`config.mk`:
```
export PLATFORM = sky130hd
export DESIGN_NAME = obple_ctrl
export DESIGN_NICKNAME = d
export VERILOG_FILES = /design/src/order_book_price_level_engine_assert.svh /design/src/obple_pkg.sv /design/src/obple_ctrl.sv
export SDC_FILE = /design/constraint.sdc
export NUM_CORES = 1
export LEC_CHECK = 0
export ABC_AREA = 1
export BUFFER_PORTS_ARGS = -buffer_cell sky130_fd_sc_hd__buf_4
export CAP_MARGIN = 10
export CORE_AREA = 3 3 45 47
export CTS_BUF_LIST = sky130_fd_sc_hd__clkbuf_4
export DETAILED_ROUTE_END_ITERATION = 10
export DIE_AREA = 0 0 48 50
export PLACE_DENSITY = 0.74
export SLEW_MARGIN = 20
export SYNTH_ARGS = -nofsm -noshare
export SYNTH_HDL_FRONTEND = slang
export SYNTH_SLANG_ARGS = --single-unit
```
`constraint.sdc`:
```
create_clock -name clk -period 1.34 [get_ports clk]
set_input_delay 0.268 -clock clk [delete_from_list [all_inputs] [get_ports clk]]
set_output_delay 0.268 -clock clk [all_outputs]
set_load 0.01 [all_outputs]
```
`src/order_book_price_level_engine_assert.svh`:
```
// assertion macros for the price level engine
`ifndef ORDER_BOOK_PRICE_LEVEL_ENGINE_ASSERT_SVH
`define ORDER_BOOK_PRICE_LEVEL_ENGINE_ASSERT_SVH
`ifndef NO_ASSERTIONS
`define OBPLE_ASSERT_IMP(lbl, pre, post) \
  lbl: assert property (@(posedge clk) disable iff (!rst_n) (pre) |-> (post)) \
    else $error("obple assertion failed");
`define OBPLE_ASSERT_NXT(lbl, pre, post) \
  lbl: assert property (@(posedge clk) disable iff (!rst_n) (pre) |=> (post)) \
    else $error("obple assertion failed");
`else
`define OBPLE_ASSERT_IMP(lbl, pre, post)
`define OBPLE_ASSERT_NXT(lbl, pre, post)
`endif
`endif

```
`src/obple_pkg.sv`:
```
// shared types, constants and helpers of the price level engine
`default_nettype none
package obple_pkg;
  localparam int LEVELS  = 64;
  localparam int NTABLES = 6;
  localparam int NSLOTS  = NTABLES * LEVELS;
  localparam int IDX_W   = $clog2(LEVELS);
  localparam int SLOT_W  = $clog2(NSLOTS);

  localparam logic [1:0] FUNC_ADD    = 2'd0;
  localparam logic [1:0] FUNC_REDUCE = 2'd1;
  localparam logic [1:0] BOOK_TRAIL  = 2'd2;

  localparam logic [1:0] ST_OK      = 2'd0;
  localparam logic [1:0] ST_FULL    = 2'd1;
  localparam logic [1:0] ST_MISSING = 2'd2;
  localparam logic [1:0] ST_UNDER   = 2'd3;

  localparam logic [1:0] KIND_ADDED   = 2'd0;
  localparam logic [1:0] KIND_UPDATED = 2'd1;
  localparam logic [1:0] KIND_DELETED = 2'd2;

  localparam logic [2:0] TAB_BID       = 3'd0;
  localparam logic [2:0] TAB_SELL_STOP = 3'd3;
  localparam logic [2:0] TAB_SELL_TRL  = 3'd5;

  typedef struct packed {
    logic        used;
    logic [31:0] price;
    logic [47:0] total;
    logic [47:0] hidden;
    logic [47:0] visible;
    logic [15:0] orders;
  } slot_t;

  localparam int SLOT_BITS = $bits(slot_t);

  typedef struct packed {
    logic              capture;
    logic              clear;
    logic              rd;
    logic              rescan;
    logic              update;
    logic              load_out;
    logic [SLOT_W-1:0] cnt;
  } obple_cmd_t;

  typedef struct packed {
    logic need_rescan;
    logic out_free;
  } obple_stat_t;

  function automatic logic better(input logic [2:0] t, input logic [31:0] a,
                                  input logic [31:0] b);
    logic hib;
    hib = (t == TAB_BID) || (t == TAB_SELL_STOP) || (t == TAB_SELL_TRL);
    return hib ? (a > b) : (a < b);
  endfunction

  function automatic logic [47:0] sat_add(input logic [47:0] v, input logic [31:0] d);
    logic [48:0] s;
    s = {1'b0, v} + {17'b0, d};
    return s[48] ? '1 : s[47:0];
  endfunction
endpackage
`default_nettype wire

```
`src/obple_ctrl.sv`:
```
// controller: clearing pass, level scan, update, best rescan, result hand-off
`default_nettype none
module obple_ctrl import obple_pkg::*; (
  input  wire logic        clk,
  input  wire logic        rst_n,
  input  wire logic        in_valid,
  output logic             in_stall,
  input  wire obple_stat_t stat,
  output obple_cmd_t       cmd
);
  localparam logic [2:0] S_CLR    = 3'd0;
  localparam logic [2:0] S_IDLE   = 3'd1;
  localparam logic [2:0] S_SCAN   = 3'd2;
  localparam logic [2:0] S_DRAIN  = 3'd3;
  localparam logic [2:0] S_UPD    = 3'd4;
  localparam logic [2:0] S_RSCAN  = 3'd5;
  localparam logic [2:0] S_RDRAIN = 3'd6;
  localparam logic [2:0] S_FIN    = 3'd7;

  logic [2:0]        state_r, state_nxt;
  logic [SLOT_W-1:0] cnt_r, cnt_nxt;

  always_ff @(posedge clk) begin
    if (!rst_n) begin
      state_r <= S_CLR;
      cnt_r   <= '0;
    end else begin
      state_r <= state_nxt;
      cnt_r   <= cnt_nxt;
    end
  end

  always_comb begin
    state_nxt = state_r;
    cnt_nxt   = cnt_r;
    cmd       = '0;
    cmd.cnt   = cnt_r;
    unique case (state_r)
      S_CLR: begin
        cmd.clear = 1'b1;
        if (cnt_r == SLOT_W'(NSLOTS - 1)) begin
          state_nxt = S_IDLE;
          cnt_nxt   = '0;
        end else begin
          cnt_nxt = cnt_r + 1'b1;
        end
      end
      S_IDLE: begin
        if (in_valid) begin
          cmd.capture = 1'b1;
          state_nxt   = S_SCAN;
          cnt_nxt     = '0;
        end
      end
      S_SCAN: begin
        cmd.rd = 1'b1;
        if (cnt_r == SLOT_W'(LEVELS - 1)) begin
          state_nxt = S_DRAIN;
          cnt_nxt   = '0;
        end else begin
          cnt_nxt = cnt_r + 1'b1;
        end
      end
      S_DRAIN: state_nxt = S_UPD;
      S_UPD: begin
        cmd.update = 1'b1;
        state_nxt  = stat.need_rescan ? S_RSCAN : S_FIN;
      end
      S_RSCAN: begin
        cmd.rd     = 1'b1;
        cmd.rescan = 1'b1;
        if (cnt_r == SLOT_W'(LEVELS - 1)) begin
          state_nxt = S_RDRAIN;
          cnt_nxt   = '0;
        end else begin
          cnt_nxt = cnt_r + 1'b1;
        end
      end
      S_RDRAIN: begin
        cmd.rescan = 1'b1;
        state_nxt  = S_FIN;
      end
      S_FIN: begin
        if (stat.out_free) begin
          cmd.load_out = 1'b1;
          state_nxt    = S_IDLE;
        end
      end
      default: state_nxt = S_IDLE;
    endcase
  end

  assign in_stall = (state_r != S_IDLE);
endmodule
`default_nettype wire

```
==> results.json <==
{
  "outcome": "finished, violations left",
  "failed_checks": "negative setup slack",
  "post-dp-hpwl_um": 1750,
  "synthToLayoutAreaGrowth_pct": 106,
  "port_buffers": 20,
  "fmax_ghz": 0.553,
  "critPathKind": "flop to primary output",
  "async_flop_share_pct": 0,
  "hold_violations": 0,
  "first_pass_iters": 7,
  "period_share_pct": 135,
  "die_x_um": 48,
  "multi_input_area_sq_um": 743,
  "antenna_found_initial": 0,
  "ys_seq_area_share_pct": 30.3,
  "fillers": 36,
  "gp_congestion": 0.880,
  "ys_ff_latch": 12,
  "leakage_nw": 0.741,
  "grt_pass1_vias": 1092,
  "hp-class": "primary input to flop",
  "worstSetupEndpointType": "primary output",
  "drv_slew": 0,
  "period_minus_slack_ns": 1.81,
  "cp_slowest_stage_delay_ns": 0.37,
  "routed_wl_um": 4730,
  "htree_levels": 1,
  "setup_ws_ns": -0.469,
  "synthCells": 125,
  "grt_max_degree": 8,
  "fin_hold_ws_ns": 0.206,
  "critPathArrivalTime_ns": 1.54,
  "fin_cells": 206,
  "ys_warn_count": 0,
  "numClockSinks": 12,
  "final-setup-viol-count": 17,
  "cts_tree": "yes",
  "cp_slowest_cell": "dfxtp_4",
  "fp-row-count": 15,
  "dp_cells": 189,
  "fin_total_pwr_w": 0.00276,
  "path_clk_slew_ns": 0.09,
  "postSynthAreaPerCell_sq_um": 6.34,
  "syn_area_sq_um": 792,
  "synthDistinctLibCells": 24,
  "skew_ns": 0.0235,
  "place_area_sq_mm": 0.00121,
  "numCtsBuffers": 3,
  "clock_latency_ns": 0.29,
  "netlist_top_cells_area": "dfxtp_1, nand2_1, nor2_1",
  "vias_per_cell": 6.41,
  "power_density_mw_per_mm2": 1690,
  "drt-initial-drc-count": 142,
  "grt_util_all_layers_pct": 28.5,
  "seq_area_sq_um": 260,
  "die_y_um": 50,
  "synth_top_area_cell": "dfxtp_1",
  "num-nets-final": 196,
  "cts_root_buf": "clkbuf_4",
  "drive_above_1_share_pct": 65.6,
  "cp_max_fo": 3,
  "cts_buffer_depth": 2,
  "slew_headroom_pct": 77.3,
  "ios": 21,
  "tightest_slew_ns": 0.339,
  "max_cap_viol_count": 0,
  "fin_util_pct": 96.5,
  "drc": 0,
  "synth_top_area_share_pct": 30.3,
  "vias": 1321,
  "core_area_sq_mm": 0.00169,
  "yosysMostFrequentCell": "nand2_1",
  "final_area_sq_mm": 0.00163,
  "start_util_pct": 46.9,
  "grt_pass1_wl_um": 4830,
  "dieArea_sq_mm": 0.00240,
  "ant_nets": 0,
  "crit_required_ns": 1.07,
  "rsz0062_at_grt": "yes",
  "synth_edf_count": 0,
  "path_cells": "ha_4 > nand3_4 > nor2_4 > nand2_2 > nand2_4 > nand3_4 > nor2_4 > buf_6",
  "overflow": 0,
  "ir_worst_vdd_mv": 1.33,
  "synthTopCellsByCount": "nand2_1, nor2_1, inv_1, dfxtp_1, nand3_1",
  "syn-num-nets": 131,
  "synth_flop_cell": "dfxtp_1",
  "diodes": 0,
  "wl_per_cell_um": 23.0,
  "worst_setup_path_start_kind": "flop"
}
-- power by group --
group	switching [W]	total, W	internal [W]
registers	0.000103	0.000546	0.000443
clock network	0.000129	0.000265	0.000136
logic	0.00106	0.00195	0.000887
-- critical path, delay by kind of cell (launching register included) --
family,cells,cell delay (ns)
buf+inv,1,0.10
flops,1,0.37
simple gates,6,0.62
fa+ha+maj,1,0.15
-- per-stage QoR --
| stage | setup slack [ns] | setup TNS, ns |
|---|---|---|
| after floorplan | -0.0774 | -0.0774 |
| after global placement | -0.117 | -0.126 |
| after detailed placement | -0.142 | -0.391 |
| after CTS | -0.371 | -1.09 |
| after global routing | -0.548 | -4.14 |
| final | -0.469 | -3.17 |
-- layout by cell type (no fill, tap or decap), types with 2 or more instances in the layout --
cell and n:
a21oi_1 2, buf_4 45, buf_6 14, clkbuf_4 4
dfxtp_1 6, dfxtp_4 5, inv_1 12, inv_2 3
inv_4 2, nand2_1 19, nand2_2 10, nand2_4 4
nand2_8 2, nand3_1 4, nand3_2 4, nand3_4 5
nand4_1 2, nor2_1 9, nor2_2 8, nor2_4 11
o21ai_2 2, o21bai_1 2, xor2_1 2
-- state kept, by name, summed over array words and instances, names as in the netlist --
name and flops:
state_r 3, cnt_r 9
-- layout make-up --
| class | count | area share, % |
|---|---|---|
| clock buffer | 4 | 1.84 |
| tap | 17 | 1.30 |
| inverter | 18 | 4.91 |
| sequential | 12 | 16.0 |
| timing repair buffer | 59 | 30.4 |
| multi-input combinational | 96 | 45.6 |
-- path summary, 6_finish.rpt --
check	startpoint	to	slack, ns	depth (start not counted)
worst max register to register	cnt_r[0]	state_r[0]	-0.30	11
worst min-delay path	stat[0]	state_r[2]	0.21	2
worst min register to register	cnt_r[2]	cnt_r[2]	0.66	3
worst max-delay path	cnt_r[0]	cmd[9]	-0.47	8
-- cell families (layout without fill, tap and decap cells) --
| group | count (synthesis) | after routing | share of synthesized area [%] |
|---|---|---|---|
| AO/OA/AOI/OAI | 11 | 11 | 8.53 |
| XOR/XNOR | 3 | 3 | 3.32 |
| flip-flops | 12 | 12 | 30.3 |
| AND/OR/NAND/NOR | 80 | 81 | 47.4 |
| adder cells (fa/ha/maj) | 1 | 1 | 1.58 |
| buffers and inverters | 18 | 81 | 8.85 |
-- routing by layer --
layer  vias up  global-route usage, %  share of wire (%)
met4         0                   13.9                9.6
met2       139                   47.1                 48
met1       594                   31.4                 30
met3        56                   8.39                 12
met5         -                      0                  0
li1        532                      -                  -
-- timing repair --
| item | in CTS | in global routing |
|---|---|---|
| hold buffers | 0 | 0 |
| pin swaps | 14 | 24 |
| endpoints found under the setup margin | 17 | 18 |
| buffers inserted | 6 | 11 |
| resized for setup | 31 | 55 |
| gates cloned | 1 | 0 |
No activity file was read; power rests on OpenSTA's default activity.
